--- src/hw/rtl/tfwf_pkg.sv ---
// ----------------------------------------------------------------------------
// tfwf_pkg
// Shared sizes, types and the cosine table of the weighting filter.
// ----------------------------------------------------------------------------
package tfwf_pkg;

  localparam int FFT_SIZE = 64;
  localparam int NW       = FFT_SIZE / 2 + 1;
  localparam int AW       = $clog2(FFT_SIZE);
  localparam int CW       = AW + 1;
  localparam int KW       = $clog2(NW);
  localparam int TSH      = 6 - AW;
  localparam int SW       = 20;
  localparam int HW       = 35;

  localparam logic FUNC_WEIGHT = 1'b0;
  localparam logic FUNC_SAMPLE = 1'b1;

  localparam logic CFG_ADJOINT    = 1'b0;
  localparam logic CFG_ACCUMULATE = 1'b1;

  localparam logic signed [16:0] QCOS [17] = '{
    17'sd32768, 17'sd32610, 17'sd32138, 17'sd31357, 17'sd30274, 17'sd28899,
    17'sd27246, 17'sd25330, 17'sd23170, 17'sd20788, 17'sd18205, 17'sd15447,
    17'sd12540, 17'sd9512, 17'sd6393, 17'sd3212, 17'sd0
  };

  typedef struct packed {
    logic adjoint;
    logic accumulate;
  } cfg_t;

  typedef struct packed {
    logic [CW-1:0] count;
  } trace_cmd_t;

  typedef struct packed {
    logic                 bw_we;
    logic [KW-1:0]        bw_addr;
    logic signed [15:0]   bw_data;
    logic                 s_we;
    logic [AW-1:0]        s_addr;
    logic signed [15:0]   sw_data;
    logic signed [15:0]   pr_data;
    logic signed [SW-1:0] xs_data;
  } wr_t;

  function automatic logic signed [16:0] cos_q15(input logic [5:0] i);
    logic [1:0]         q;
    logic [3:0]         r;
    logic signed [16:0] a;
    logic signed [16:0] b;
    q = i[5:4];
    r = i[3:0];
    a = QCOS[r];
    b = QCOS[5'd16 - {1'b0, r}];
    case (q)
      2'd0:    return a;
      2'd1:    return -b;
      2'd2:    return -a;
      default: return b;
    endcase
  endfunction

endpackage

--- src/hw/rtl/tfwf_queue.sv ---
// ----------------------------------------------------------------------------
// tfwf_queue
// Two-entry queue of finished traces between the front and back parts.
// ----------------------------------------------------------------------------
module tfwf_queue import tfwf_pkg::*; (
  input  logic       clk,
  input  logic       rst_n,
  input  logic       push,
  input  trace_cmd_t push_cmd,
  input  logic       pop,
  output logic       q_valid,
  output trace_cmd_t q_cmd
);

  trace_cmd_t ent_r [2];
  logic       wp_r, wp_nxt;
  logic       rp_r, rp_nxt;
  logic [1:0] cnt_r, cnt_nxt;
  logic       do_push, do_pop;

  assign q_valid = (cnt_r != 2'd0);
  assign q_cmd   = ent_r[rp_r];
  assign do_push = push && (cnt_r != 2'd2);
  assign do_pop  = pop && q_valid;

  always_comb begin
    wp_nxt  = do_push ? ~wp_r : wp_r;
    rp_nxt  = do_pop ? ~rp_r : rp_r;
    cnt_nxt = cnt_r + {1'b0, do_push} - {1'b0, do_pop};
  end

  always_ff @(posedge clk) begin
    if (!rst_n) begin
      wp_r  <= 1'b0;
      rp_r  <= 1'b0;
      cnt_r <= 2'd0;
    end else begin
      wp_r  <= wp_nxt;
      rp_r  <= rp_nxt;
      cnt_r <= cnt_nxt;
    end
    if (do_push) begin
      ent_r[wp_r] <= push_cmd;
    end
  end

endmodule

--- config.mk ---
export PLATFORM = sky130hd
export DESIGN_NAME = tfwf_queue
export DESIGN_NICKNAME = d
export VERILOG_FILES = /design/src/hw/rtl/tfwf_pkg.sv /design/src/hw/rtl/tfwf_queue.sv
export SDC_FILE = /design/constraint.sdc
export NUM_CORES = 1
export LEC_CHECK = 0
export ABC_AREA = 1
export BUFFER_PORTS_ARGS = -buffer_cell sky130_fd_sc_hd__buf_2
export CORE_AREA = 2 2 60 62
export CTS_CLUSTER_DIAMETER = 60
export CTS_CLUSTER_SIZE = 40
export DETAILED_ROUTE_END_ITERATION = 12
export DIE_AREA = 0 0 62 64
export GPL_TIMING_DRIVEN = 0
export PLACE_DENSITY = 0.49
export SLEW_MARGIN = 20
export SYNTH_ARGS = -nofsm -noshare
export SYNTH_HDL_FRONTEND = slang
export SYNTH_SLANG_ARGS = --single-unit
--- constraint.sdc ---
create_clock -name clk -period 2.5 [get_ports clk]
set_input_delay 0.5 -clock clk [delete_from_list [all_inputs] [get_ports clk]]
set_output_delay 0.5 -clock clk [all_outputs]
set_load 0.05 [all_outputs]
After elaboration in Yosys (flattened, before gate mapping). Memory sizes are Yosys's and may differ from the RTL's. A register that Yosys moved wholly into a read port is not among the register bits. Index checks and enable logic that the tools add are counted.

RAM bits: 14. Memories kept: 1. Logic and storage cells: 16. Bits of input ports: 11. Register bits: 4. Output and inout bits: 8.

$add $sub $neg: 2. Bitwise logic cells: 2. Reduce and logical (&&, ||, !) cells: 3. Eq/ne operators: 1. Muxes and demuxes: 4.

Memories: ent_r (depth 2, width 7, read ports 1, clocked after memory_dff 1, wr ports 1, RTL line tfwf_queue.sv:15) `trace_cmd_t ent_r [2];`.

Operators by type and width (count): $mux W1 (4); $add A2 B1 Y2 (1); $logic_and A1 B1 Y1 (2); $ne A2 B2 Y1 const B (1); $not A1 Y1 (2); $reduce_bool A2 Y1 (1); $sub A2 B1 Y2 (1).

Longest topological paths before layout.
Depth in word-level cells: 4. Mapped depth: 11. Depth with buffers taken out: 11.

Worst setup path after synthesis. OpenSTA, ideal clock, no wires.

Path kind: in2reg. From: input port pop. To: register cnt_r[1]. Buffers on the path: 0. Arrival: 1.340 ns. Stages on the path: 9. Setup time: 0.115 ns. Setup slack: 1.045 ns. Cells stage by stage: inv_1 > nor2_4 > ha_1 > inv_1 > ha_1 > inv_1 > nand2_1 > a21oi_1 > nor2_1.

Word-level cells in the longest chain between the ends: 2.

Ends and longest elaborated chain: start: declaration (RTL line tfwf_queue.sv:10) `input logic pop,`; $logic_and A1 B1 Y1 (RTL line tfwf_queue.sv:24) `assign do_pop = pop && q_valid;`; net do_pop (RTL line tfwf_queue.sv:19) `logic do_push, do_pop;`; $sub A2 B1 Y2 (RTL line tfwf_queue.sv:29) `cnt_nxt = cnt_r + {1'b0, do_push} - {1'b0, do_pop};`; end signal: assignment (RTL line tfwf_queue.sv:40) `cnt_r <= cnt_nxt;`; end: declaration (RTL line tfwf_queue.sv:18) `logic [1:0] cnt_r, cnt_nxt;`.

The timed path passes the listed nets, and every way through them passes these cells. A chain may end at the register's enable or synchronous reset.

==> metrics.yaml <==
status: "completed"
core_mm2: 0.00328
synth_adder_area_share_pct: 3.16
die_x_um: 62
grt_max_degree: 12
synthCells: 58
synth_area_per_cell_um2: 13.7
p_leak_nw: 0.420
num_rows: 21
drive_gt1_share_pct: 41.3
gr-total-overflow: 0
htreeDepth: 1
startpoint_type: "flip-flop"
worstSkewPairLatency_ns: 0.29
slew_viol_final: 0
whs_ns: 0.390
gp_congestion: 0.600
synth_top_area_share_pct: 53.1
dr_total_vias: 471
yosys_warnings: 0
p_per_area_mw_per_mm2: 1080
post_cts_buffers: 0
comb_power_share_pct: 43.7
die_y_um: 64
yosysUniqueCellTypes: 13
cts-root-buf: "clkbuf_4"
synth_xor_area_share_pct: 0
track_usage_pct: 7.11
synth_compound_area_share_pct: 1.26
fin_skew_ns: 0.00198
path_clk_slew_ns: 0.10
wl_per_cell_um: 9.72
place_hpwl_um: 949
cp.arrival_ns: 1.29
synth_top_family_by_area: "multiplexers"
p_sw_mw: 0.425
worst_slew_pin_slew_ns: 0.626
antenna_left: 0
vias_per_cell: 3.74
io_buffers: 18
fin_crit_ns: 1.79
yosys-top-cells-area: "edfxtp_1 (53%), mux2_4 (13%), dfxtp_1 (13%), nand2_1 (4.3%), inv_1 (3.3%)"
clkPwrFrac_pct: 14.5
drtIter0Drc: 7
p_seq_share_pct: 41.8
wirelength_mm: 1.23
initial_utilization_pct: 24.1
clkSinkCount: 19
syn2layout_area_growth_pct: 22.1
maxSlewHeadroom_pct: 58.1
grt_pass1_vias: 488
stdcell_count: 126
ir_drop_v: 0.000450
fin_nets: 94
ys_ff_latch: 19
io_pins: 19
swShare_pct: 40.9
syn_area_um2: 792
cts_hold_buffers: 0
dieArea_mm2: 0.00397
antenna_found_initial: 0
fin_tns_setup_ns: 0
synth_simple_gate_area_share_pct: 11.8
drv_cap: 0
setup_viol: 0
hp-class: "in2reg"
power.internal_mw: 0.614
synth_area_leader_cell: "edfxtp_1"
cts_tree: "yes"
clock_path_buffers: 2
fmax_ghz: 0.557
final_cell_mix: "buf_2 (18), edfxtp_1 (14), nand2_1 (9)"
yosysSeqAreaShare_pct: 65.7
end_kind: "output pin"
grt_first_pass_wirelength_mm: 2.03
synth_mux_area_share_pct: 13.3
cts_resized: 0
rsz0062_at_grt: "no"
worstSetupPathType: "reg2out"
drtPass1Iterations: 4
cp_max_fo: 7
drc_errors: 0
power.total_mw: 1.04
layout_commonest_cell: "buf_2"
finalHoldViolCount: 0
dp.cells: 122
numCtsBuffers: 3
synth_fp_nets: 71
diodes: 0
worstPathRequired_ns: 2.00
fin_crit_sh_pct: 71.8
-- flip-flops by register name, indices dropped and copies added, names as in the netlist, named ones only --
register and cells:
cnt_r 2, wp_r 1, ent_r 14, rp_r 1
-- power by group through the flow --
stage / combinational, mW / sequential [mW] / clock [mW]
floorplan: 0.378 / 0.436 / 0
global placement: 0.454 / 0.441 / 0
detailed placement: 0.463 / 0.443 / 0
CTS: 0.463 / 0.436 / 0.159
global route: 0.501 / 0.440 / 0.173
finish: 0.454 / 0.435 / 0.150
-- metrics by stage --
step	instance area, um^2	setup WS (ns)	util, %
detailed placement	940	0.843	28.6
floorplan	792	1.05	-
global route	967	0.628	29.4
finish	967	0.705	29.4
CTS	967	0.678	29.4
global placement	940	0.889	28.6
-- synth_stat cells --
master / n
a21oi_1: 2
buf_6: 1
dfxtp_1: 5
edfxtp_1: 14
ha_1: 2
inv_1: 7
mux2_4: 7
nand2_1: 9
nand3_1: 2
nand3_2: 1
nor2_1: 6
nor2_2: 1
nor2_4: 1
-- worst max-delay path, cell delays in order, from the launching register on --
cell and delay (ns):
dfxtp_1 0.34, buf_6 0.15, mux2_4 0.30, buf_2 0.21
-- layout make-up --
| type | count | area [um^2] |
|---|---|---|
| plain buffers | 1 | 11.3 |
| inverters | 7 | 26.3 |
| multi-input cells | 31 | 234 |
| well taps | 46 | 57.6 |
| repair buffers | 18 | 90.1 |
| clock buffers | 3 | 22.5 |
| flip-flops and latches | 19 | 520 |
| clock inverters | 1 | 5.00 |
| fillers | 350 | 2320 |
-- cells by family after synthesis --
kind of cell	count (synthesis)
AOI/OAI and AO/OA	2
adders and majority gates	2
buffers and inverters	8
DFF	19
muxes	7
and+or+nand+nor	20
-- metal layers --
layer	GRT usage, %	vias to the layer above	part of all wire [%]
met2	12.0	17	46
li1	-	240	-
met5	0	-	0
met1	7.59	214	45
met4	1.60	0	0
met3	3.85	0	8.6
-- final timing paths --
check                       from                     to  slack [ns]  cells after the start
min reg2reg    rp_r$_SDFFE_PN0P_      rp_r$_SDFFE_PN0P_        0.52                      2
max reg2reg  cnt_r[0]$_SDFF_PN0_    cnt_r[1]$_SDFF_PN0_        0.93                     10
min                  push_cmd[3]  ent_r[1][3]$_DFFE_PP_        0.39                      1
max                    flip-flop               q_cmd[2]        0.71                      3
Note: power is estimated with default switching activity, not from simulation.
