`config.mk`:
```
export PLATFORM = sky130hd
export DESIGN_NAME = tfwf_ram
export DESIGN_NICKNAME = d
export VERILOG_FILES = /design/src/hw/rtl/tfwf_ram.sv
export SDC_FILE = /design/constraint.sdc
export NUM_CORES = 1
export LEC_CHECK = 0
export ABC_CLOCK_PERIOD_IN_PS = 2900
export BUFFER_PORTS_ARGS = -buffer_cell sky130_fd_sc_hd__buf_4
export CAP_MARGIN = 10
export CORE_UTILIZATION = 34
export DETAILED_ROUTE_END_ITERATION = 8
export SLEW_MARGIN = 0
export SYNTH_ARGS = -nofsm -noshare
export SYNTH_HDL_FRONTEND = slang
export SYNTH_SLANG_ARGS = --single-unit
```
`constraint.sdc`:
```
create_clock -name clk -period 2.9 [get_ports clk]
set_input_delay 0.145 -clock clk [delete_from_list [all_inputs] [get_ports clk]]
set_output_delay 0.145 -clock clk [all_outputs]
set_load 0.02 [all_outputs]
```
`src/hw/rtl/tfwf_ram.sv`:
```
// ----------------------------------------------------------------------------
// tfwf_ram
// Generic single-write, single-read RAM with registered read data.
// ----------------------------------------------------------------------------
module tfwf_ram #(
  parameter int W = 16,
  parameter int D = 64
) (
  input  logic                 clk,
  input  logic                 we,
  input  logic [$clog2(D)-1:0] waddr,
  input  logic [W-1:0]         wdata,
  input  logic [$clog2(D)-1:0] raddr,
  output logic [W-1:0]         rdata
);

  logic [W-1:0] mem [D];

  always_ff @(posedge clk) begin
    if (we) begin
      mem[waddr] <= wdata;
    end
    rdata <= mem[raddr];
  end

endmodule

```
# Word level (Yosys, flattened, before mapping)
# Memory sizes are Yosys's and may differ from the RTL's. A register that Yosys moved wholly into a read port is not among the register bits.
# Index checks and enable logic that the tools add are counted.
# op_classes
mux	2
# ops
cell	count
$mux 1	2
# word_totals
reg_bits	0
ramBits	1024
input_bits	30
output_inout_bits	16
wordCells	3
n_memories	1
# memory_table
name	words	width	read_ports	rd_clocked_by_memory_dff	wr	line_no	text
mem	64	16	1	1	1	17	logic [W-1:0] mem [D];

# Depth between registers and ports, before layout
# Gate-level depths: netlist of run 1.
# logic_depth
depth_word	2
mapped_depth	10
ltp_nobuf	5

# Worst setup path before layout of run 1
# Ideal clock, no wire load.
# synth_timing
path_type	input to register
start	in waddr[3]
end	mem mem[48][0] (enable)
setup_time_ps	409
arrival_time_ps	1771
required_ps	2491
path_slack_ps	720
cell_stages	4
path_buffers	1
cell_sequence	clkbuf_1 nor2b_1 nand4b_1 nor3_1
# synth_lines
element	line_no	text
start, declared	11	input logic [$clog2(D)-1:0] waddr,
end, declared	17	
# Straight into the memory's write port.

==> impl_results.md, run 1 <==
* Clk slew on worst S/H paths at approximately 60 ps
* Final hold vios at 0
* Max stage delay cell, worst path: a31oi_1
* Hold path start: wdata[8]
* Cells after Synth at 1829
* Hold EP: mem[23][8]$_DFFE_PP_
* Setup crit end kind: register
* GRT Total Usage at 0.161
* Avg WL per Cell at 26.8 um
* Crit path max fanout at 1
* Final setup viols at 0
* Ys async rst share at 0
* DP Worst Slack at 66.1 ps
* MaxCap Viol Count at 0
* DRT antenna net count at 0
* First-pass GRT wire length at 140000 um
* Dpl hpwl at between 50000 and 60000 um
* Commonest non-fill, non-tap cells in the layout: 1024 x edfxtp_1, 220 x mux4_2, 149 x buf_4
* Share of post-route cells with drive strength above 1 at 0.270
* CTS Sinks at 1040
* Die area at 0.119 mm^2
* CP peak stage delay at 530 ps
* Die width at about 350 um
* Die Height at 345 um
* Commonest non-fill, non-tap cell in the layout: edfxtp_1
* FF-to-FF path depth at 5
* Final min period at 2210 ps
* Fin nets at 2023
* Final WS setup at 692 ps
* GRT met2 Usage at 0.251
* Status: finished, final reports clean
* Primary FF master, synth: edfxtp_1
* DR vias at 19300
* Initial antenna violation count at 10
* Skew-Pair Late Insertion Delay at 670 ps
* R2R Path End: rdata[1]$_DFF_P_
* WP data arrival at 2720 ps
* Post-synthesis sequential area ratio at 0.776
* CTS H-tree depth at 3
* Most Crowded Layer GR: met2
* Hold WC Path Type: input port to register
* # IOs at 46
* CTS Buf Count at 100
* CTS tree: yes
* Routability cong. at 0.817
* Slew @ Worst Pin at ~900 ps
* Layout Skew at 27.0 ps
* Initial Utilization at 0.344
* RSZ-0062 raised after global routing: no
* Post-synth EDFFs at 1024
* Mapped Nets at 1859
* Final hold slack at just under 40 ps
* Met1 usage at 0.231
* # DRC at 0
* DR pass1 iterations at 5
* Port bufs at 45
* CTS max path bufs at 3
* FMAX at approximately 450 MHz
* M3 GR Usage at 0.0357
* Critical setup path kind: register to register
* Unique masters post-synth at 43
* Total gr overflow at 0
* CP required at 3410 ps
* Largest net degree at the start of global routing at 65
* Worst hold stages at 1
* Post-Route WL at 96700 um
* Syn avg cell area at 21.9 um^2
* DR vias/cell at 5.34
* R2R Path Start: mem[23][1]$_DFFE_PP_
* Vias in the first global route at 19500
* LEAKAGE at 14.4 nW
* Root Buffer: clkbuf_16
* Startpoint types: register
* Row count at 125
* Period utilization at 0.761
* Slew headroom at 0.402
* Slew Limit Fails at 0
* R2R setup slack at 690 ps
* Core ar. at ~0.12 mm^2
* Number of synthesized register bits at 1040
* Total power at 30.7 mW
* Post-CTS Resized at 0
* Iteration-0 DRC Markers at 2185
* Setup TNS at 0 ps
* Power Density at 671 mW/mm^2
* Syn. warnings at 0
* Synth Cell Area at 0.0400 mm^2
* CP cell instances: mux4_2, mux2i_1, a22oi_1, a31oi_1, a311oi_1
* Maximum VDD drop at 445 uV
* Area Growth Syn to Fin at 14.3%
-- per-stage QoR --
stage / std cells / cell area (um^2) / util
after floorplan: 1829 / 40000 / -
after global placement: 3414 / 42600 / 0.366
after detailed placement: 3414 / 42600 / 0.366
after CTS: 3602 / 45800 / 0.393
after global routing: 3602 / 45800 / 0.393
final: 3606 / 45800 / 0.393
-- cells in the mapped netlist (6+ instances only) --
library cell,number,area share
a211o_1,8,0.0017
a31oi_1,8,0.0012
mux2_2,27,0.0076
a221oi_1,16,0.0035
a21oi_1,17,0.0021
edfxtp_1,1024,0.77
nor2b_1,30,0.0047
a211oi_1,8,0.0015
nand3_1,24,0.0030
a22oi_1,39,0.0073
nand4_1,12,0.0019
clkbuf_1,24,0.0022
a22o_1,6,0.0013
buf_4,13,0.0024
nand2_1,59,0.0055
a311oi_1,8,0.0017
a221o_1,6,0.0015
mux4_2,220,0.12
buf_2,36,0.0045
buf_6,17,0.0048
dfxtp_1,16,0.0080
nor2_1,72,0.0067
mux2i_1,85,0.021
-- routing by layer --
metal / vias to the layer above / wire (um)
li1: 8020 / -
met1: 10400 / 41600
met2: 735 / 45200
met3: 139 / 7750
met4: 10 / 2020
met5: - / 74
-- how the worst max path moves through the flow --
| stage | from | to | slack [ps] | cells after the start |
|---|---|---|---|---|
| floorplan | waddr[3] | mem[48][0]$_DFFE_PP_ | 720 | 4 |
| global placement | raddr[0] | rdata[12]$_DFF_P_ | 150 | 8 |
| detailed placement | raddr[0] | rdata[12]$_DFF_P_ | 70 | 8 |
| CTS | mem[60][3]$_DFFE_PP_ | rdata[3]$_DFF_P_ | 720 | 4 |
| global route | raddr[0] | rdata[12]$_DFF_P_ | 650 | 8 |
| finish | mem[23][1]$_DFFE_PP_ | rdata[1]$_DFF_P_ | 690 | 5 |
-- flip-flops by register name, indices dropped and copies added, names as in the netlist --
| name | cells |
|---|---|
| mem | 1024 |
| rdata | 16 |
-- layout make-up --
type,count,area [um^2]
diodes,4,10.0
well taps,1524,1910
repair buffers,166,1430
fillers,10200,70700
clock inverters,47,332
clock buffers,140,2790
multi-input cells,685,8250
flip-flops and latches,1040,31100
-- where the power goes --
group / internal [mW] / switching (mW) / leakage, nW / total (mW)
combinational: 0.596 / 1.00 / 3.49 / 1.60
sequential: 16.6 / 0.0722 / 9.35 / 16.7
clock: 6.97 / 5.45 / 1.53 / 12.4
total: 24.2 / 6.52 / 14.4 / 30.7
-- critical path, delay by kind of cell, from the launching register on --
family          cells  cell delay, ps
mux                 2             890
compound gates      3             810
flops               1             350
-- what timing repair did --
action / CTS / global route
buffers inserted: 0 / 0
hold endpoints to repair: 1 / 0
hold buffers: 1 / 0
-- logic make-up after synthesis --
kind of cell / after synthesis / synth area share
DFF: 1040 / 0.776
and+or+nand+nor: 220 / 0.0265
muxes: 336 / 0.155
buffers and inverters: 104 / 0.0183
AOI/OAI and AO/OA: 129 / 0.0241
No activity file was read; power rests on OpenSTA's default activity.
==> run 2, diff against run 1 <==
- ABC_CLOCK_PERIOD_IN_PS: 2900 -> 1800
- clock period: 2.9 -> 1.8 ns (I/O delays scaled with it)
==> run 2 against run 1 <==
- the run now ends with setup timing left
- cell area grew 5.1%
- utilization is 2.0 points higher
- cell count increased by 4.4%
- critical endpoint is now rdata[11]$_DFF_P_
- critical path type unchanged
==> impl_results.md, run 2 (synthesis results as in run 1) <==
* Layout Utilization at 0.413 (+0.0199)
* Port bufs at 45 (unchanged)
* WP data arrival at 2410 ps (-310 ps)
* Iteration-0 DRC Markers at 1939 (-11%)
* Crit path max fanout at 1 (unchanged)
* Status: finished, violations left
* # DRC at 0 (unchanged)
* Post-CTS setup buffer count at 0 (unchanged)
* Multi-input logic area at 0.00847 mm^2 (+2.7%)
* Row count at 125 (unchanged)
* Die width at 345 um (unchanged)
* Core ar. at 0.117 mm^2 (unchanged)
* Fin nets at 2183 (+7.9%)
* Regs by FF count: mem: 1024 flops, rdata: 16 flops
* Die area at 0.119 mm^2 (unchanged)
* Final WS setup at -77.3 ps (-769 ps)
* GRT Total Usage at 0.168 (+0.00680)
* Total power at 50.6 mW (+65%)
* Largest register by flop count: mem
* Skew-Pair Late Insertion Delay at 670 ps (about the same)
* Slew @ Worst Pin at 853 ps (-43.8 ps)
* Die Height at 345 um (unchanged)
* DR pass1 iterations at 5 (unchanged)
* Power Density at 1050 mW/mm^2 (+57%)
* Slew headroom at 0.431 (+0.0292)
* Largest net degree at the start of global routing at 65 (unchanged)
* Dpl hpwl at 63500 um (+9.8%)
* Setup crit end kind: register
* Vias in the first global route at 20400 (+4.5%)
* CP peak stage delay at 480 ps (-50 ps)
* Max stage delay cell, worst path: mux4_2
* Critical setup path kind: register to register
* Slew Limit Fails at 0 (unchanged)
* Final min period at 1880 ps (-331 ps)
* CTS max path bufs at 3 (unchanged)
* Total gr overflow at 0 (unchanged)
* Commonest non-fill, non-tap cells in the layout: 1024 x edfxtp_1, 235 x buf_4, 220 x mux4_2
* DP Worst Slack at -612 ps (-678 ps)
* Routability cong. at 0.808 (-1.1%)
* Period utilization at 1.04 (+0.282)
* Fillers at 9983 (-1.9%)
* LEAKAGE at 15.4 nW (+7.4%)
* Number of flip-flops in the largest register at 1024 (unchanged)
* CTS Sinks at 1040 (unchanged)
* Clk slew on worst S/H paths at 60 ps (about the same)
* Avg WL per Cell at 26.5 um (-1.1%)
* CTS Buf Count at 102 (+2.0%)
* Maximum VDD drop at 766 uV (+72%)
* Area after DPL at 0.0446 mm^2 (+4.5%)
* DR vias at 19900 (+3.2%)
* Failing checks: setup timing
* FMAX at 533 MHz (+18%)
* Final hold vios at 0 (unchanged)
* CP cell instances: mux4_2, nor2b_1, a211o_1, a31oi_2, buf_4, a311oi_1
* # IOs at 46 (unchanged)
* Crit-path leading delay family: compound AO/OA/AOI/OAI gates
* Area Growth Syn to Fin at 20.1%
* RSZ-0062 raised after global routing: yes
* Share of post-route cells with drive strength above 1 at 0.333 (+0.0621)
* Seq. cell area at 0.0311 mm^2 (unchanged)
* Commonest non-fill, non-tap cell in the layout: edfxtp_1
* First-pass GRT wire length at 146000 um (+4.0%)
* Hold WC Path Type: input port to register
* Buf+Inv Stages, Crit Path at 1 (+1)
* MaxCap Viol Count at 0 (unchanged)
* Post-Route WL at 99800 um (+3.3%)
* Startpoint types: register
* Final instance area at 0.0481 mm^2 (+5.1%)
* CP required at 2340 ps (-1070 ps)
* CTS tree: yes
* Final setup viols at 9 (+9)
* Initial Utilization at 0.344 (unchanged)
* CTS H-tree depth at 3 (unchanged)
* Layout Skew at 32.1 ps (+5.10 ps)
* DRT antenna net count at 0 (unchanged)
* Initial antenna violation count at 9 (-1)
* Root Buffer: clkbuf_16
* DR vias/cell at 5.28 (-1.2%)
==> run 2: cell count changes in the layout (fill, tap and decap cells not counted), sizes merged <==
cell,previous run,this run
buf,164,312
dlygate4sd3,1,12
bufinv,3,6
clkinvlp,3,4
clkbuf,141,137
diode,4,5
==> run 2: report_power, final <==
group	total [mW]	internal [mW]	switching [mW]
logic	3.08	1.29	1.79
clock network	20.6	11.8	8.79
registers	26.9	26.8	0.105
==> run 2: path summary, 6_finish.rpt <==
path	startpoint	endpoint	slack [ps]	cells after the start
setup / recovery	mem[11][11]$_DFFE_PP_	rdata[11]$_DFF_P_	-80	6
hold / removal	wdata[10]	mem[26][10]$_DFFE_PP_	7	1
setup reg to reg	mem[11][11]$_DFFE_PP_	rdata[11]$_DFF_P_	-80	6
hold reg to reg	mem[35][5]$_DFFE_PP_	rdata[5]$_DFF_P_	880	4
==> run 2: area by class of cell <==
type	count	share of cell area
flip-flops and latches	1040	0.646
multi-input cells	685	0.176
repair buffers	324	0.0708
clock buffers	137	0.0586
well taps	1524	0.0396
clock inverters	51	0.00874
diodes	5	0.000260
==> run 2: timing repair <==
item | CTS | global route
endpoints found under the hold margin | 221 | 0
hold buffers | 12 | 0
pin swaps | 25 | 9
setup endpoints to repair | 12 | 12
resized for setup | 23 | 14
==> run 2: worst reg2reg max path: stages (launching register included) <==
cell      delay (ps)
edfxtp_1         370
mux4_2           480
nor2b_1          170
a211o_1          320
a31oi_2          170
buf_4            180
a311oi_1          60
==> run 2: metal layers <==
layer / track usage / share of wire / up-vias
li1: - / - / 8358
met2: 0.266 / 0.47 / 722
met3: 0.0334 / 0.071 / 167
met5: 0 / 0.00037 / -
met4: 0.0475 / 0.028 / 8
met1: 0.236 / 0.43 / 10600
==> run 2: metrics by stage <==
stage | std cells | hold WS, ps | setup TNS (ps)
final | 3766 | 6.86 | -305
after global routing | 3763 | 30.1 | -922
after CTS | 3761 | 10.2 | -290
after detailed placement | 3563 | 546 | -6920
after global placement | 3563 | 545 | -6800
after floorplan | 1829 | 189 | -55540
