==> src/hw/rtl/tfwf_pkg.sv <==
// ----------------------------------------------------------------------------
// tfwf_pkg
// Shared sizes, types and the cosine table of the weighting filter.
// ----------------------------------------------------------------------------
package tfwf_pkg;

  localparam int FFT_SIZE = 64;
  localparam int NW       = FFT_SIZE / 2 + 1;
  localparam int AW       = $clog2(FFT_SIZE);
  localparam int CW       = AW + 1;
  localparam int KW       = $clog2(NW);
  localparam int TSH      = 6 - AW;
  localparam int SW       = 20;
  localparam int HW       = 35;

  localparam logic FUNC_WEIGHT = 1'b0;
  localparam logic FUNC_SAMPLE = 1'b1;

  localparam logic CFG_ADJOINT    = 1'b0;
  localparam logic CFG_ACCUMULATE = 1'b1;

  localparam logic signed [16:0] QCOS [17] = '{
    17'sd32768, 17'sd32610, 17'sd32138, 17'sd31357, 17'sd30274, 17'sd28899,
    17'sd27246, 17'sd25330, 17'sd23170, 17'sd20788, 17'sd18205, 17'sd15447,
    17'sd12540, 17'sd9512, 17'sd6393, 17'sd3212, 17'sd0
  };

  typedef struct packed {
    logic adjoint;
    logic accumulate;
  } cfg_t;

  typedef struct packed {
    logic [CW-1:0] count;
  } trace_cmd_t;

  typedef struct packed {
    logic                 bw_we;
    logic [KW-1:0]        bw_addr;
    logic signed [15:0]   bw_data;
    logic                 s_we;
    logic [AW-1:0]        s_addr;
    logic signed [15:0]   sw_data;
    logic signed [15:0]   pr_data;
    logic signed [SW-1:0] xs_data;
  } wr_t;

  function automatic logic signed [16:0] cos_q15(input logic [5:0] i);
    logic [1:0]         q;
    logic [3:0]         r;
    logic signed [16:0] a;
    logic signed [16:0] b;
    q = i[5:4];
    r = i[3:0];
    a = QCOS[r];
    b = QCOS[5'd16 - {1'b0, r}];
    case (q)
      2'd0:    return a;
      2'd1:    return -b;
      2'd2:    return -a;
      default: return b;
    endcase
  endfunction

endpackage

==> src/hw/rtl/tfwf_front.sv <==
// ----------------------------------------------------------------------------
// tfwf_front
// Accepts beats, stores bin weights and trace samples, and queues each trace.
// ----------------------------------------------------------------------------
module tfwf_front import tfwf_pkg::*; (
  input  logic               clk,
  input  logic               rst_n,
  input  logic               in_tvalid,
  output logic               in_tready,
  input  logic [63:0]        in_tdata,
  input  logic               in_tuser,
  input  logic               in_tlast,
  input  logic               cfg_we,
  input  logic               cfg_index,
  input  logic               cfg_data,
  input  logic               trace_done,
  output cfg_t               cfg,
  output wr_t                wr,
  output logic               push,
  output trace_cmd_t         push_cmd
);

  logic               adj_r, acc_r;
  logic               pend_r, pend_nxt;
  logic [KW-1:0]      bidx_r, bidx_nxt;
  logic [CW-1:0]      cnt_r, cnt_nxt;
  logic               acc_beat;
  logic signed [15:0] x, w;
  logic signed [31:0] xw, xw_rnd;
  logic [CW-1:0]      cnt_inc;
  logic               trace_end;

  assign in_tready = !pend_r;
  assign acc_beat  = in_tvalid && in_tready;
  assign x         = in_tdata[15:0];
  assign w         = in_tdata[31:16];
  assign xw        = x * w;
  assign xw_rnd    = xw + 32'sd2048;
  assign cnt_inc   = cnt_r + CW'(1);
  assign trace_end = in_tlast || (cnt_inc == CW'(FFT_SIZE));

  assign cfg.adjoint    = adj_r;
  assign cfg.accumulate = acc_r;

  always_comb begin
    wr.bw_we   = acc_beat && (in_tuser == FUNC_WEIGHT);
    wr.bw_addr = bidx_r;
    wr.bw_data = in_tdata[47:32];
    wr.s_we    = acc_beat && (in_tuser == FUNC_SAMPLE);
    wr.s_addr  = cnt_r[AW-1:0];
    wr.sw_data = w;
    wr.pr_data = in_tdata[63:48];
    wr.xs_data = adj_r ? xw_rnd[31:12] : SW'(x);
    push           = wr.s_we && trace_end;
    push_cmd.count = cnt_inc;
  end

  always_comb begin
    pend_nxt = pend_r;
    bidx_nxt = bidx_r;
    cnt_nxt  = cnt_r;
    if (trace_done) begin
      pend_nxt = 1'b0;
    end
    if (wr.bw_we) begin
      bidx_nxt = (bidx_r == KW'(NW - 1)) ? '0 : bidx_r + KW'(1);
    end
    if (wr.s_we) begin
      cnt_nxt = cnt_inc;
      if (trace_end) begin
        cnt_nxt  = '0;
        bidx_nxt = '0;
        pend_nxt = 1'b1;
      end
    end
  end

  always_ff @(posedge clk) begin
    if (!rst_n) begin
      adj_r  <= 1'b0;
      acc_r  <= 1'b0;
      pend_r <= 1'b0;
      bidx_r <= '0;
      cnt_r  <= '0;
    end else begin
      pend_r <= pend_nxt;
      bidx_r <= bidx_nxt;
      cnt_r  <= cnt_nxt;
      if (cfg_we && (cfg_index == CFG_ADJOINT)) begin
        adj_r <= cfg_data;
      end
      if (cfg_we && (cfg_index == CFG_ACCUMULATE)) begin
        acc_r <= cfg_data;
      end
    end
  end

endmodule

==> config.mk <==
export PLATFORM = sky130hd
export DESIGN_NAME = tfwf_front
export DESIGN_NICKNAME = d
export VERILOG_FILES = /design/src/hw/rtl/tfwf_pkg.sv /design/src/hw/rtl/tfwf_front.sv
export SDC_FILE = /design/constraint.sdc
export NUM_CORES = 1
export LEC_CHECK = 0
export BUFFER_PORTS_ARGS = -buffer_cell sky130_fd_sc_hd__buf_2
export CORE_MARGIN = 8
export CORE_UTILIZATION = 60
export DETAILED_ROUTE_END_ITERATION = 16
export PLACE_DENSITY = 0.93
export SLEW_MARGIN = 0
export SYNTH_ARGS = -nofsm -noshare
export SYNTH_HDL_FRONTEND = slang
export SYNTH_SLANG_ARGS = --single-unit
==> constraint.sdc <==
create_clock -name clk -period 23.2 [get_ports clk]
set_clock_uncertainty 0.1 [all_clocks]
set_input_delay 4.64 -clock clk [delete_from_list [all_inputs] [get_ports clk]]
set_output_delay 4.64 -clock clk [all_outputs]
set_load 0.02 [all_outputs]
* After elaboration in Yosys (flattened, before gate mapping)
Index checks and enable logic that the tools add are counted.
Cells by class: $add $sub $neg 3, multiply operators 1, equality and inequality tests 2, multiplexer cells 9, bitwise logic cells 2, reductions and logical operators 8
Operators by type and width (number):
- adder 32 x 13 -> 32 bit, second input constant | 1
- multiplier 16 x 16 -> 32 bit | 1
- 2-to-1 mux 6 bit | 4
- 2-to-1 mux 20 bit | 1
- adder 7 x 1 -> 7 bit, second input constant | 1
- equality test 7 bit, second input constant | 1
- 2-to-1 mux 7 bit | 1
- adder 6 x 1 -> 6 bit, second input constant | 1
- equality test 6 bit, second input constant | 1
- logical AND 1 bit | 6
- 2-to-1 mux 1 bit | 3
- NOT 1 bit | 2
- zero test 1 bit | 1
- logical OR 1 bit | 1
Word-level totals: register bits after elaboration 16, input bits 73, output and inout port bits 93, logic and storage cells 30

* Longest topological paths before layout
word-level depth 6, mapped depth 23, gate-level depth less buffers 21

* Least setup slack after synthesis
Ideal clock, no wire load.
path kind input -> output, from input port in_tdata[15], to output port wr[17] in the netlist's numbering, arrival time 10662 ps, data required time 18460 ps, setup slack 7798 ps, stages 21, buffers on the path 2, path through clkbuf_1 clkbuf_1 nand2_1 inv_1 fa_1 fa_1 fa_1 fa_1 fa_1 inv_1 fa_1 inv_1 ha_1 a21o_1 a21oi_1 o21bai_1 a21o_1 a21o_1 a31o_4 a311o_1 a31o_1
RTL lines:
- start, declared | RTL line tfwf_front.sv:10 | input logic [63:0] in_tdata,
- end, declared | RTL line tfwf_front.sv:18 | output wr_t wr,

==> flow_summary_export.csv <==
group,metric,value,unit
timing,layout_worst_path_cycle_share,67.6,%
setup_path,worstPathArrival,10.95,ns
routing,ant_nets,0,
hold_path,min_path_type,"register to register",
finish,nets,1642,
setup_path,reg2reg_from,"cnt_r[0]",
setup_path,worst_path_most_repeated_cell,"sky130_fd_sc_hd__fa_1",
global_routing,grt_pass1_vias,9297,
yosys,postSynthRegisterBits,16,
cts,post_cts.repair.setup_buffers,0,
yosys,yosys_warnings,0,
routing,detail_route.first_pass.iterations,9,
setup_path,worst_path_dominant_cell_family,"adder cells",
routing,vias,8135,
finish,layoutNonFillerInstCount,1455,
placed_design,post-place-cells,1451,
global_routing,gr-usage-all-layers,24.3,%
cts,cts_root_buf,"sky130_fd_sc_hd__clkbuf_16",
setup_path,worst_r2r_path_depth,9,
routing,wl_per_cell,18.2,um
setup_path,timing.critical_path.to,"wr[17]",
timing,finalCriticalPeriod,15.69,ns
setup_path,rrSetupSlack,20.98,ns
routing,highest_layer,"met4",
cts,cts.htree.levels,1,
cts,cts_num_sinks,16,
cts,tritoncts,"built",
routing,drt_iter0_drc,397,
finish,antenna_cells,0,
finish,area_growth_syn_to_layout,2.95,%
yosys,synthCells,1214,
cts,clkLatencyLatePin,0.24,ns
die,die_ar,0.0229,sq mm
finish,drive_above_1_share,10.8,%
die,num_rows,49,
yosys,ys_dominant_reg_cell,"sky130_fd_sc_hd__dfxtp_1",
global_routing,grt_pass1_wl,44.2,mm
timing,tightest_pin_transition,0.874,ns
timing,hold_viol_final,0,
global_routing,grt_start_max_net_pins,25,
setup_path,critical_path.slowest_cell,"sky130_fd_sc_hd__fa_1",
die,chipWidth,151,um
routing,post-route-drc-count,0,
status,outcome,"finished clean",
yosys,ys_seq_area_share,2.91,%
setup_path,critPathKind,"input pin to output port",
setup_path,critical_path_depth,21,
cts,cts-buffers-inserted,3,
setup_path,critical_path.endpoint_type,"output port",
cts,ctsResizeCount,0,
yosys,synth_area_per_cell,9.07,sq um
placed_design,place.gp.congestion,0.890,
finish,top_library_cells_by_usage_in_the_layout_fill_and_taps_aside,"sky130_fd_sc_hd__inv_1, sky130_fd_sc_hd__fa_1, sky130_fd_sc_hd__nand2_1",
setup_path,crit_chain,"buf_2, nand2_1, inv_1, fa_1, fa_1, fa_1, fa_1, fa_1, inv_1, fa_1, inv_1, ha_1, a21o_1, a21oi_1, o21bai_1, a21o_1, a21o_1, a31o_4, a311o_1, a31o_1, buf_2",
setup_path,cp-start-kind,"input pin",
global_routing,number_of_antenna_violations_at_the_first_check_in_global_routing,0,
setup_path,critical_path_peak_fanout,18,
routing,met1_length,9.47,mm
yosys,synth_nets,1629,
setup_path,r2r-end,"bidx_r[5]",
placed_design,port-buffer-count,101,
die,io_pins,166,
yosys,post_synth_instance_area,0.0110,sq mm
die,initial_standard_cell_utilization_of_the_core,61.3,%
routing,detail_route.vias_per_cell,5.59,
yosys,number_of_enable_type_register_cells_in_the_synthesized_netlist,0,
routing,finalWirelength,26.5,mm
job,drv_cap,0,
timing,maxSlewViolCount,0,
timing,timing.max_slew.rel_slack,41.6,%
timing,grt_setup_unrepaired,"no",
cts,max-clock-path-buffers,2,
yosys,ys_types,55,
setup_path,critical-path-max-stage-delay,0.92,ns
routing,dr_wl_met3,2.11,mm
die,core_region_area,0.0180,sq mm
timing,fmax,63.7,MHz
timing,finalSetupTns,0,ns
global_routing,grt_overflow_total,0,
cts,clk_pin_slew_worst_paths,0.05,ns
yosys,synth_async_sr_flop_share,0,%
finish,most_common_cell_after_layout_fill_and_taps_aside,"sky130_fd_sc_hd__inv_1",
placed_design,post-dp-hpwl,22.0,mm
setup_path,worst-endpoint-required,18.46,ns
finish,final.fill_count,1412,
die,die_y,151,um
setup_path,worst_setup_path_startpoint,"in_tdata[15]",
routing,wl_met2,13.8,mm
cts,post_cts_hold_buffer_count,0,
setup_path,timing.critical_path.buf_inv,5,
timing,final-setup-viol-count,0,
[synthesized netlist by cell type (2+ instances only)]
master	instances	area, sq um
sky130_fd_sc_hd__a21oi_1	21	105
sky130_fd_sc_hd__a31oi_1	4	25.0
sky130_fd_sc_hd__and4_1	2	17.5
sky130_fd_sc_hd__and3_1	6	37.5
sky130_fd_sc_hd__nand2b_1	5	31.3
sky130_fd_sc_hd__inv_1	291	1090
sky130_fd_sc_hd__mux2_2	15	169
sky130_fd_sc_hd__nor3_1	4	20.0
sky130_fd_sc_hd__a21o_1	12	90.1
sky130_fd_sc_hd__o21ai_0	12	60.1
sky130_fd_sc_hd__xnor2_1	30	263
sky130_fd_sc_hd__a21boi_0	3	22.5
sky130_fd_sc_hd__nor2b_1	7	43.8
sky130_fd_sc_hd__dfxtp_1	16	320
sky130_fd_sc_hd__fa_1	262	5250
sky130_fd_sc_hd__nor2_1	30	113
sky130_fd_sc_hd__buf_4	56	420
sky130_fd_sc_hd__nand2_1	136	510
sky130_fd_sc_hd__clkbuf_1	38	143
sky130_fd_sc_hd__a32oi_1	2	17.5
sky130_fd_sc_hd__and2_1	124	776
sky130_fd_sc_hd__a31o_2	2	17.5
sky130_fd_sc_hd__o21a_1	2	15.0
sky130_fd_sc_hd__nand4_1	3	18.8
sky130_fd_sc_hd__ha_1	80	1000
sky130_fd_sc_hd__a41oi_1	2	17.5
sky130_fd_sc_hd__xor2_1	8	70.1
sky130_fd_sc_hd__nand3_1	14	70.1
[metal layers]
metal,up-vias,global-route usage [%]
met3,106,3.86
met2,416,42.9
met5,-,0
met1,4066,28.5
li1,3547,-
met4,0,11.4
[metrics by stage]
stage	hold slack (ns)	util [%]	setup slack, ns	cell area (sq um)
3_5_place_dp	0.374	62.6	7.53	11200
5_1_grt	0.416	63.1	7.22	11300
3_3_place_gp	0.351	62.6	7.69	11200
6_report	0.375	63.1	7.51	11300
2_1_floorplan	0.344	-	7.80	11000
4_1_cts	0.382	63.1	7.52	11300
[flip-flops by register name, indices dropped and copies added (netlist names)]
| signal | flops |
|---|---|
| pend_r | 1 |
| adj_r | 1 |
| bidx_r | 6 |
| cnt_r | 7 |
| acc_r | 1 |
[cell type report]
cell class / instances / area, sq um / share of cell area, %
clock buffers: 4 / 88.8 / 0.784
inverters: 291 / 1090 / 9.64
multi-input cells: 813 / 9030 / 79.7
flip-flops and latches: 16 / 320 / 2.83
well taps: 229 / 287 / 2.53
repair buffers: 102 / 513 / 4.53
[logic make-up (layout without fill, tap and decap cells)]
kind of cell | after synthesis | count (layout) | synth area share, %
flip-flops | 16 | 16 | 2.91
AND/OR/NAND/NOR | 340 | 340 | 15.5
buffers and inverters | 385 | 397 | 15.0
AO/OA/AOI/OAI | 78 | 78 | 5.24
XOR/XNOR | 38 | 38 | 3.02
adder cells (fa/ha/maj) | 342 | 342 | 56.7
multiplexers | 15 | 15 | 1.53
[worst reg2reg max path: stages (launching register included)]
cell and delay [ns]:
sky130_fd_sc_hd__dfxtp_1 0.45, sky130_fd_sc_hd__ha_1 0.38, sky130_fd_sc_hd__nand2_1 0.09, sky130_fd_sc_hd__nor2_1 0.14
sky130_fd_sc_hd__xor2_1 0.24, sky130_fd_sc_hd__a41oi_1 0.16, sky130_fd_sc_hd__nand2b_1 0.22, sky130_fd_sc_hd__nand2_1 0.12
sky130_fd_sc_hd__a31o_2 0.16, sky130_fd_sc_hd__nor2_1 0.06
[worst min-delay path by stage]
| stage | startpoint | end | slack, ns | cells past startpoint |
|---|---|---|---|---|
| 4_1_cts | acc_r | acc_r | 0.38 | 2 |
| 5_1_grt | acc_r | acc_r | 0.42 | 2 |
| 2_1_floorplan | acc_r | acc_r | 0.34 | 2 |
| 3_3_place_gp | acc_r | acc_r | 0.35 | 2 |
| 3_5_place_dp | acc_r | acc_r | 0.37 | 2 |
| 6_report | acc_r | acc_r | 0.37 | 2 |
Power is not shown: default switching activity piles up to over one toggle a cycle in this logic, so the estimate is an artifact.
