## src/hw/rtl/tfwf_pkg.sv

```systemverilog
// ----------------------------------------------------------------------------
// tfwf_pkg
// Shared sizes, types and the cosine table of the weighting filter.
// ----------------------------------------------------------------------------
package tfwf_pkg;

  localparam int FFT_SIZE = 64;
  localparam int NW       = FFT_SIZE / 2 + 1;
  localparam int AW       = $clog2(FFT_SIZE);
  localparam int CW       = AW + 1;
  localparam int KW       = $clog2(NW);
  localparam int TSH      = 6 - AW;
  localparam int SW       = 20;
  localparam int HW       = 35;

  localparam logic FUNC_WEIGHT = 1'b0;
  localparam logic FUNC_SAMPLE = 1'b1;

  localparam logic CFG_ADJOINT    = 1'b0;
  localparam logic CFG_ACCUMULATE = 1'b1;

  localparam logic signed [16:0] QCOS [17] = '{
    17'sd32768, 17'sd32610, 17'sd32138, 17'sd31357, 17'sd30274, 17'sd28899,
    17'sd27246, 17'sd25330, 17'sd23170, 17'sd20788, 17'sd18205, 17'sd15447,
    17'sd12540, 17'sd9512, 17'sd6393, 17'sd3212, 17'sd0
  };

  typedef struct packed {
    logic adjoint;
    logic accumulate;
  } cfg_t;

  typedef struct packed {
    logic [CW-1:0] count;
  } trace_cmd_t;

  typedef struct packed {
    logic                 bw_we;
    logic [KW-1:0]        bw_addr;
    logic signed [15:0]   bw_data;
    logic                 s_we;
    logic [AW-1:0]        s_addr;
    logic signed [15:0]   sw_data;
    logic signed [15:0]   pr_data;
    logic signed [SW-1:0] xs_data;
  } wr_t;

  function automatic logic signed [16:0] cos_q15(input logic [5:0] i);
    logic [1:0]         q;
    logic [3:0]         r;
    logic signed [16:0] a;
    logic signed [16:0] b;
    q = i[5:4];
    r = i[3:0];
    a = QCOS[r];
    b = QCOS[5'd16 - {1'b0, r}];
    case (q)
      2'd0:    return a;
      2'd1:    return -b;
      2'd2:    return -a;
      default: return b;
    endcase
  endfunction

endpackage

```

## src/hw/rtl/tfwf_back.sv

```systemverilog
// ----------------------------------------------------------------------------
// tfwf_back
// Builds the filter kernel from the bin weights, convolves the trace and
// emits one weighted, saturated result per sample.
// ----------------------------------------------------------------------------
module tfwf_back import tfwf_pkg::*; (
  input  logic                 clk,
  input  logic                 rst_n,
  input  cfg_t                 cfg,
  input  logic                 q_valid,
  input  trace_cmd_t           q_cmd,
  output logic                 pop,
  output logic [KW-1:0]        bw_raddr,
  input  logic signed [15:0]   bw_rdata,
  output logic [AW-1:0]        s_raddr,
  input  logic signed [15:0]   sw_rdata,
  input  logic signed [15:0]   pr_rdata,
  input  logic signed [SW-1:0] xs_rdata,
  output logic                 h_we,
  output logic [AW-1:0]        h_waddr,
  output logic signed [HW-1:0] h_wdata,
  output logic [AW-1:0]        h_raddr,
  input  logic signed [HW-1:0] h_rdata,
  output logic                 trace_done,
  output logic                 out_tvalid,
  input  logic                 out_tready,
  output logic [15:0]          out_tdata,
  output logic                 out_tuser,
  output logic                 out_tlast
);

  typedef enum logic [3:0] {
    S_IDLE, S_K_RD, S_K_MUL, S_K_ACC, S_K_WR, S_C_RD, S_C_MUL, S_C_ACC,
    S_O_MUL, S_O_SCL, S_O_FIN, S_O_OUT
  } state_t;

  state_t               state_r, state_nxt;
  logic [AW-1:0]        m_r, m_nxt;
  logic [KW-1:0]        k_r, k_nxt;
  logic [AW-1:0]        p_r, p_nxt;
  logic [AW-1:0]        j_r, j_nxt;
  logic [CW-1:0]        cnt_r, cnt_nxt;
  logic signed [37:0]   kacc_r, kacc_nxt;
  logic signed [32:0]   prod_r, prod_nxt;
  logic                 dbl_r, dbl_nxt;
  logic signed [55:0]   cacc_r, cacc_nxt;
  logic signed [38:0]   p1_r, p1_nxt;
  logic signed [36:0]   p2_r, p2_nxt;
  logic signed [29:0]   u_r, u_nxt;
  logic signed [36:0]   v_r, v_nxt;
  logic                 ov_r, ov_nxt;
  logic [15:0]          od_r, od_nxt;
  logic                 ol_r, ol_nxt;
  logic                 os_r, os_nxt;
  logic                 done_r, done_nxt;

  logic signed [37:0]   hsum;
  logic signed [56:0]   csum;
  logic signed [45:0]   uw;
  logic signed [45:0]   uw_rnd;
  logic signed [37:0]   vt;
  logic                 j_last, m_last;

  assign bw_raddr   = k_r;
  assign s_raddr    = (state_r == S_C_RD || state_r == S_C_MUL) ? j_r : m_r;
  assign h_raddr    = m_r - j_r;
  assign h_we       = (state_r == S_K_WR);
  assign h_waddr    = m_r;
  assign hsum       = kacc_r + 38'(FFT_SIZE / 2);
  assign h_wdata    = HW'(hsum >>> AW);
  assign csum       = 57'(cacc_r) + 57'sd67108864;
  assign uw         = u_r * sw_rdata;
  assign uw_rnd     = uw + 46'sd2048;
  assign vt         = 38'(v_r) + (cfg.accumulate ? 38'(pr_rdata) : 38'sd0);
  assign j_last     = ({1'b0, j_r} + CW'(1)) == cnt_r;
  assign m_last     = ({1'b0, m_r} + CW'(1)) == cnt_r;
  assign pop        = (state_r == S_IDLE) && q_valid;
  assign trace_done = done_r;
  assign out_tvalid = ov_r;
  assign out_tdata  = od_r;
  assign out_tlast  = ol_r;
  assign out_tuser  = os_r;

  always_comb begin
    state_nxt = state_r;
    m_nxt     = m_r;
    k_nxt     = k_r;
    p_nxt     = p_r;
    j_nxt     = j_r;
    cnt_nxt   = cnt_r;
    kacc_nxt  = kacc_r;
    prod_nxt  = prod_r;
    dbl_nxt   = dbl_r;
    cacc_nxt  = cacc_r;
    p1_nxt    = p1_r;
    p2_nxt    = p2_r;
    u_nxt     = u_r;
    v_nxt     = v_r;
    ov_nxt    = ov_r;
    od_nxt    = od_r;
    ol_nxt    = ol_r;
    os_nxt    = os_r;
    done_nxt  = 1'b0;
    case (state_r)
      S_IDLE: begin
        if (q_valid) begin
          cnt_nxt   = q_cmd.count;
          m_nxt     = '0;
          k_nxt     = '0;
          p_nxt     = '0;
          kacc_nxt  = '0;
          state_nxt = S_K_RD;
        end
      end
      S_K_RD: begin
        state_nxt = S_K_MUL;
      end
      S_K_MUL: begin
        prod_nxt  = bw_rdata * cos_q15(6'(p_r) << TSH);
        dbl_nxt   = (k_r != '0) && (k_r != KW'(FFT_SIZE / 2));
        state_nxt = S_K_ACC;
      end
      S_K_ACC: begin
        kacc_nxt = kacc_r + (dbl_r ? (38'(prod_r) <<< 1) : 38'(prod_r));
        if (k_r == KW'(NW - 1)) begin
          state_nxt = S_K_WR;
        end else begin
          k_nxt     = k_r + KW'(1);
          p_nxt     = p_r + m_r;
          state_nxt = S_K_RD;
        end
      end
      S_K_WR: begin
        k_nxt    = '0;
        p_nxt    = '0;
        kacc_nxt = '0;
        j_nxt    = '0;
        cacc_nxt = '0;
        if (m_r == AW'(FFT_SIZE - 1)) begin
          m_nxt     = '0;
          state_nxt = S_C_RD;
        end else begin
          m_nxt     = m_r + AW'(1);
          state_nxt = S_K_RD;
        end
      end
      S_C_RD: begin
        state_nxt = S_C_MUL;
      end
      S_C_MUL: begin
        p1_nxt    = $signed({1'b0, h_rdata[17:0]}) * xs_rdata;
        p2_nxt    = $signed(h_rdata[HW-1:18]) * xs_rdata;
        state_nxt = S_C_ACC;
      end
      S_C_ACC: begin
        cacc_nxt = cacc_r + 56'(p1_r) + (56'(p2_r) <<< 18);
        if (j_last) begin
          state_nxt = S_O_MUL;
        end else begin
          j_nxt     = j_r + AW'(1);
          state_nxt = S_C_RD;
        end
      end
      S_O_MUL: begin
        u_nxt     = csum[56:27];
        state_nxt = S_O_SCL;
      end
      S_O_SCL: begin
        v_nxt     = cfg.adjoint ? 37'(u_r) : 37'(uw_rnd >>> 12);
        state_nxt = S_O_FIN;
      end
      S_O_FIN: begin
        ov_nxt = 1'b1;
        ol_nxt = m_last;
        if (vt > 38'sd32767) begin
          od_nxt = 16'h7FFF;
          os_nxt = 1'b1;
        end else if (vt < -38'sd32768) begin
          od_nxt = 16'h8000;
          os_nxt = 1'b1;
        end else begin
          od_nxt = vt[15:0];
          os_nxt = 1'b0;
        end
        state_nxt = S_O_OUT;
      end
      S_O_OUT: begin
        if (out_tready) begin
          ov_nxt = 1'b0;
          if (m_last) begin
            done_nxt  = 1'b1;
            state_nxt = S_IDLE;
          end else begin
            m_nxt     = m_r + AW'(1);
            j_nxt     = '0;
            cacc_nxt  = '0;
            state_nxt = S_C_RD;
          end
        end
      end
      default: begin
        state_nxt = S_IDLE;
      end
    endcase
  end

  always_ff @(posedge clk) begin
    if (!rst_n) begin
      state_r <= S_IDLE;
      ov_r    <= 1'b0;
      done_r  <= 1'b0;
    end else begin
      state_r <= state_nxt;
      ov_r    <= ov_nxt;
      done_r  <= done_nxt;
    end
    m_r    <= m_nxt;
    k_r    <= k_nxt;
    p_r    <= p_nxt;
    j_r    <= j_nxt;
    cnt_r  <= cnt_nxt;
    kacc_r <= kacc_nxt;
    prod_r <= prod_nxt;
    dbl_r  <= dbl_nxt;
    cacc_r <= cacc_nxt;
    p1_r   <= p1_nxt;
    p2_r   <= p2_nxt;
    u_r    <= u_nxt;
    v_r    <= v_nxt;
    od_r   <= od_nxt;
    ol_r   <= ol_nxt;
    os_r   <= os_nxt;
  end

endmodule

```

## config.mk

```make
export PLATFORM = sky130hd
export DESIGN_NAME = tfwf_back
export DESIGN_NICKNAME = d
export VERILOG_FILES = /design/src/hw/rtl/tfwf_pkg.sv /design/src/hw/rtl/tfwf_back.sv
export SDC_FILE = /design/constraint.sdc
export NUM_CORES = 2
export LEC_CHECK = 0
export ABC_AREA = 0
export BUFFER_PORTS_ARGS = -buffer_cell sky130_fd_sc_hd__buf_2
export CORE_ASPECT_RATIO = 1.1
export CORE_MARGIN = 3
export CORE_UTILIZATION = 66
export CTS_CLUSTER_DIAMETER = 50
export DETAILED_ROUTE_END_ITERATION = 8
export GPL_ROUTABILITY_DRIVEN = 0
export PLACE_DENSITY = 0.9
export SETUP_SLACK_MARGIN = 0.5
export SLEW_MARGIN = 10
export SYNTH_ARGS = -nofsm -noshare
export SYNTH_HDL_FRONTEND = slang
export SYNTH_SLANG_ARGS = --single-unit
export TNS_END_PERCENT = 5
```

## constraint.sdc

```tcl
create_clock -name clk -period 13.6 [get_ports clk]
set_input_delay 0.68 -clock clk [delete_from_list [all_inputs] [get_ports clk]]
set_output_delay 0.68 -clock clk [all_outputs]
set_load 0.1 [all_outputs]
```

Word-level counts from Yosys, hierarchy flattened. Memories as Yosys holds them, arrays and structs flattened. Cells that the tools add are included. Widths: inputs -> output; s select.

Register bits after elaboration: 326. Latch bits: 0. RAM bits: 0. Bits in read-only memories: 1088. Output and inout bits: 81. Logic and storage cells: 130. Memories: 2.

Add/subtract/negate cells: 17. $mul: 4. Divide/modulo/power cells: 0. $lt $le $gt $ge: 4. Equal/unequal tests: 23. Shift operators: 0. Mux-type cells: 40. Bitwise gates (word level): 2. Reductions and logical operators: 19.

Memories: (name not given) (words 32, bits a word 17, rd ports 1, clocked after memory_dff 0, wr ports 0, line tfwf_pkg.sv:56) `b = QCOS[5'd16 - {1'b0, r}];`; (name not given) (words 32, bits a word 17, rd ports 1, clocked after memory_dff 0, wr ports 0, line tfwf_pkg.sv:55) `a = QCOS[r];`.

Operators by type and width (count): $pmux 56 s3 (1); $pmux 38 s3 (1); $mux 56 (2); $mux 17 (5); $mux 38 (2); $pmux 6 s3 (4); $mux 6 (10); $add 56x28->57 const B (1); $add 56x39->56 (1); $add 56x55->56 (1); $pmux 17 s3 (1); $pmux 4 s12 (1); $add 46x13->46 const B (1); $mul 30x16->46 (1); $mul 19x20->39 (1); $add 37x38->38 (1); $add 38x34->38 (1); $add 38x7->38 const B (1); $gt 38x16->1 const B (1); $lt 38x16->1 const B (1); $mul 17x20->37 (1); $mux 37 (1); $neg 17->17 (2); $mul 16x17->33 (1); other kinds (35) (66).

Depth between registers and ports, before layout.
Depth in word-level cells: 9. Mapped depth: 41. Mapped depth without buffers: 37.

Worst setup path before layout. OpenSTA, ideal clock, no wires.

Path kind: flip-flop to flip-flop. Start point: register p_r[0]. End point: register prod_r[32], data pin. Setup time: 0.260 ns. Data arrival time: 9.433 ns. Data required time: 13.340 ns. Path slack: 3.907 ns. Cell stages (with the launch flop): 41. Path buffers: 4. Clock period less this slack: 9.693 ns. Path through: edfxtp_1 -> buf_2 -> buf_2 -> inv_1 -> ha_1 -> clkbuf_1 -> nor2_1 -> xor2_1 -> ha_1 -> inv_1 -> nor3b_2 -> nand3_1 -> or4b_1 -> or2_1 -> o21ai_0 -> nor2_1 -> a21o_1 -> buf_2 -> [... 5 more ...] -> inv_1 -> fa_1 -> fa_1 -> inv_1 -> fa_1 -> inv_1 -> ha_1 -> a21o_1 -> a21oi_1 -> inv_1 -> or3_1 -> a211oi_1 -> o31ai_1 -> o41ai_1 -> o21ba_2 -> o21ai_0 -> a21oi_1 -> xnor2_1.

Word-level cells in the longest chain between the ends: 9.

RTL lines: from (decl) (line tfwf_back.sv:40) `logic [AW-1:0] p_r, p_nxt;`; from (signal assigned) (line tfwf_back.sv:219) `p_r <= p_nxt;`; $sub 5x4->5 (line tfwf_pkg.sv:56); $not 5->6 (not written as such) (line tfwf_pkg.sv:56); $mem_v2 32x17; $mux 17 (not written as such) (2 in series) (line tfwf_pkg.sv:56); $neg 17->17 (line tfwf_pkg.sv:59) `2'd1: return -b;`; $pmux 17 s3 (*) (line tfwf_pkg.sv:57) `case (q)`; $mux 17 (*) (line tfwf_back.sv:104) `case (state_r)`; $mul 16x17->33 (*) (line tfwf_back.sv:119) `prod_nxt = bw_rdata * cos_q15(6'(p_r) << TSH);`; to (signal assigned) (line tfwf_back.sv:223) `prod_r <= prod_nxt;`; to (decl) (line tfwf_back.sv:44) `logic signed [32:0] prod_r, prod_nxt;`.

Mark *: on every way between the ends. The rest lies on a longest branch, timed or not. The select of a mux whose other input is x is not followed. A chain may end at the register's enable or synchronous reset.

Worst setup path in the final report. Ends and elaborated chain as after synthesis.

==> results by group <==
Routing
  • 1st-pass router iterations: 6
  • WL final: 191.4 mm
  • Drt drc: 0
  • Vias/cell: 6.091
  • Wire per inst: 20.16 µm
  • 1st-iter DRT viols: 5440
  • Vias post-DR: 57810
  • Antenna-violating nets left: 0

STA
  • Post-layout min period: 11840 ps
  • Clock Skew: 38.40 ps
  • Final setup TNS: 0 ps
  • RSZ-0062 raised after global routing: false
  • FMAX: 84.46 MHz
  • Hold Vio Cnt, Final: 0
  • Worst Tran Pin Value: 1127 ps
  • Worst hold slack: 280.2 ps
  • Final Max Tran Viols: 0
  • Rel. slew slack: 0.2468
  • Setup violations, final: 0
  • Tcrit/Tclk final: 0.8706

Floorplanning
  • Die ar.: 117800 µm²
  • Starting Density: 0.6664
  • # rows: 129
  • Boundary Pins: 197
  • Die Width: 327.6 µm
  • Placeable Area: 112700 µm²
  • Die Height: 359.7 µm

Final layout
  • Layout cell share with drive strength beyond 1: 0.04877
  • Post-layout nets: 10100
  • Filler cells: 7614
  • Area Growth Syn to Fin: 3.788%
  • Most frequent cells in the layout: 1610 x inv_1, 1482 x fa_1, 1009 x nand2_1
  • Design area: 77920 µm²
  • Most common cell after layout, fill and taps aside: inv_1
  • Post-Layout Cell Count: 9491

Clocking
  • CTS Buffer Depth: 3
  • Cts repair resizes: 0
  • Sink Count: 323
  • Buffer count from post-CTS setup fixing: 0
  • CTS Root Cell: clkbuf_16
  • CTS buffer count: 36
  • TritonCTS clock tree: built
  • Reg clk slew, reported paths: 70 ps
  • H-tree lvl count: 2
  • CTS Hold Buffers Added: 0
  • Skew-Pair Late Insertion Delay: 600 ps

Critical path
  • Worst Path Buf+Inv: 8
  • Capture point of the worst reg-to-reg path: prod_r[32]
  • Slowest cell on the critical path: edfxtp_1
  • CP delay by family, top: adder cells
  • Max stage delay on crit path: 1090 ps
  • Startpoint Class: flip-flop
  • Worst reg-to-reg setup slack: 1760 ps
  • CP endpoint kind: flip-flop
  • Critical Path RT: 13930 ps
  • Arr. time, crit path: 12170 ps
  • Worst-path fanout max: 29
  • WS Path Type: reg2reg
  • Reg2reg start: p_r[0]
  • FF-to-FF path depth: 35

Worst hold path
  • Hold Path End: cnt_r[2]
  • Hold Startpoint: q_cmd[2]
  • Path category of the worst min-delay check: in2reg
  • Hold depth: 1

Status
  • Outcome: complete, no violations

Global routing
  • Total global-route track usage: 0.3311
  • First-pass GRT wire length: 315.6 mm
  • Vias in the first global route: 63690
  • GRT overflow: 0
  • Initial antenna violation count: 14
  • Largest net degree at the start of global routing: 73

Placement
  • Dpl hpwl: 146.2 mm
  • PortBufs: 196
  • DP Cell Count: 9418
  • Placed cell area: 76700 µm²

Job
  • Max Cap Viol: 0

Synth
  • Synth cell types: 96
  • Number of flops mapped to enable cells by yosys: 317
  • Ys flop type: edfxtp_1
  • Post-synth ARST share: 0
  • Net count after synthesis: 10200
  • YS warnings: 0
  • Post-Syn Instances: 8051
  • Synth Cell Area: 75070 µm²
  • Sequential share of the synthesized area: 0.1284
  • Mapped Avg Cell Area: 9.325 µm²
  • Seq cells post-synth: 323
synth_stat cells (7+ instances only):
cell type,instances,area (µm²)
a211o_1,10,87.58
a211oi_1,37,277.8
a21boi_0,10,75.07
a21o_1,131,983.4
a21oi_1,263,1316
a31oi_1,33,206.5
and2_1,612,3829
and3_1,32,200.2
and4_1,9,78.83
buf_1,10,37.54
buf_2,17,85.08
buf_4,36,270.3
clkbuf_1,310,1164
edfxtp_1,317,9519
fa_1,1482,29670
ha_1,554,6932
inv_1,1610,6043
mux2_2,37,416.7
mux2i_1,17,170.2
nand2_1,1009,3787
nand2b_1,92,575.6
nand3_1,102,510.5
nand4_1,39,244.0
nor2_1,287,1077
nor2b_1,51,319.1
nor3_1,76,380.4
nor3b_1,15,112.6
nor4_1,13,81.33
o211ai_1,15,112.6
o21a_1,39,292.8
o21ai_0,177,885.9
o21ai_1,7,35.03
o21bai_1,41,307.8
o22ai_1,9,56.30
o31ai_1,30,225.2
o41ai_1,8,70.07
or2_2,21,131.4
or3_1,19,118.9
or4_1,7,52.55
xnor2_1,245,2146
xor2_1,106,928.4
cell type report:
type	instances	area, µm²	area share
diodes	8	20.02	0.0002569
clock buffers	43	948.4	0.01217
clock inverters	22	247.7	0.003180
inverters	1612	6051	0.07766
multi-input cells	5740	57840	0.7423
flip-flops and latches	323	9639	0.1237
well taps	1506	1884	0.02418
repair buffers	237	1289	0.01654
logic make-up after synthesis:
logic type,synth area share
AOI/OAI and AO/OA,0.07585
xor gates and xnor gates,0.04095
adders and majority gates,0.4875
DFF,0.1284
and+or+nand+nor,0.1564
buffers and inverters,0.1017
muxes,0.009216
flip-flops by register name (all words and copies together), names as in the netlist, 7 cells and up:
name	count
prod_r	33
cacc_r	56
cnt_r	7
v_r	34
kacc_r	38
u_r	30
p1_r	39
out_tdata	16
p2_r	37
through the flow:
| stage | utilization | worst slack (ps) |
|---|---|---|
| floorplan | - | 3907 |
| global placement | 0.6808 | 2478 |
| detailed placement | 0.6808 | 2058 |
| CTS | 0.6914 | 1888 |
| global route | 0.6915 | 1121 |
| finish | 0.6916 | 1761 |
worst max-delay path by stage:
stage,from,to,depth (start not counted)
final,p_r[0],prod_r[32],35
after CTS,p_r[0],prod_r[32],33
after detailed placement,p_r[0],prod_r[32],33
after global placement,p_r[0],prod_r[32],33
after floorplan,p_r[0],prod_r[32],40
after global routing,p_r[0],prod_r[32],36
layer usage:
metal  share of wire  global-route usage  wire length (µm)  vias to the layer above
met2            0.49              0.5635             93800                     3681
met1            0.35              0.4022             66380                    28520
li1                -                   -                 -                    24650
met5         0.00064                   0               122                        -
met4           0.057              0.1666             10850                       12
met3            0.11             0.06620             20200                      949
Power is left out: the tool's default activity adds up to more than one toggle a clock period on the data nets, which glitch-free logic cannot reach.
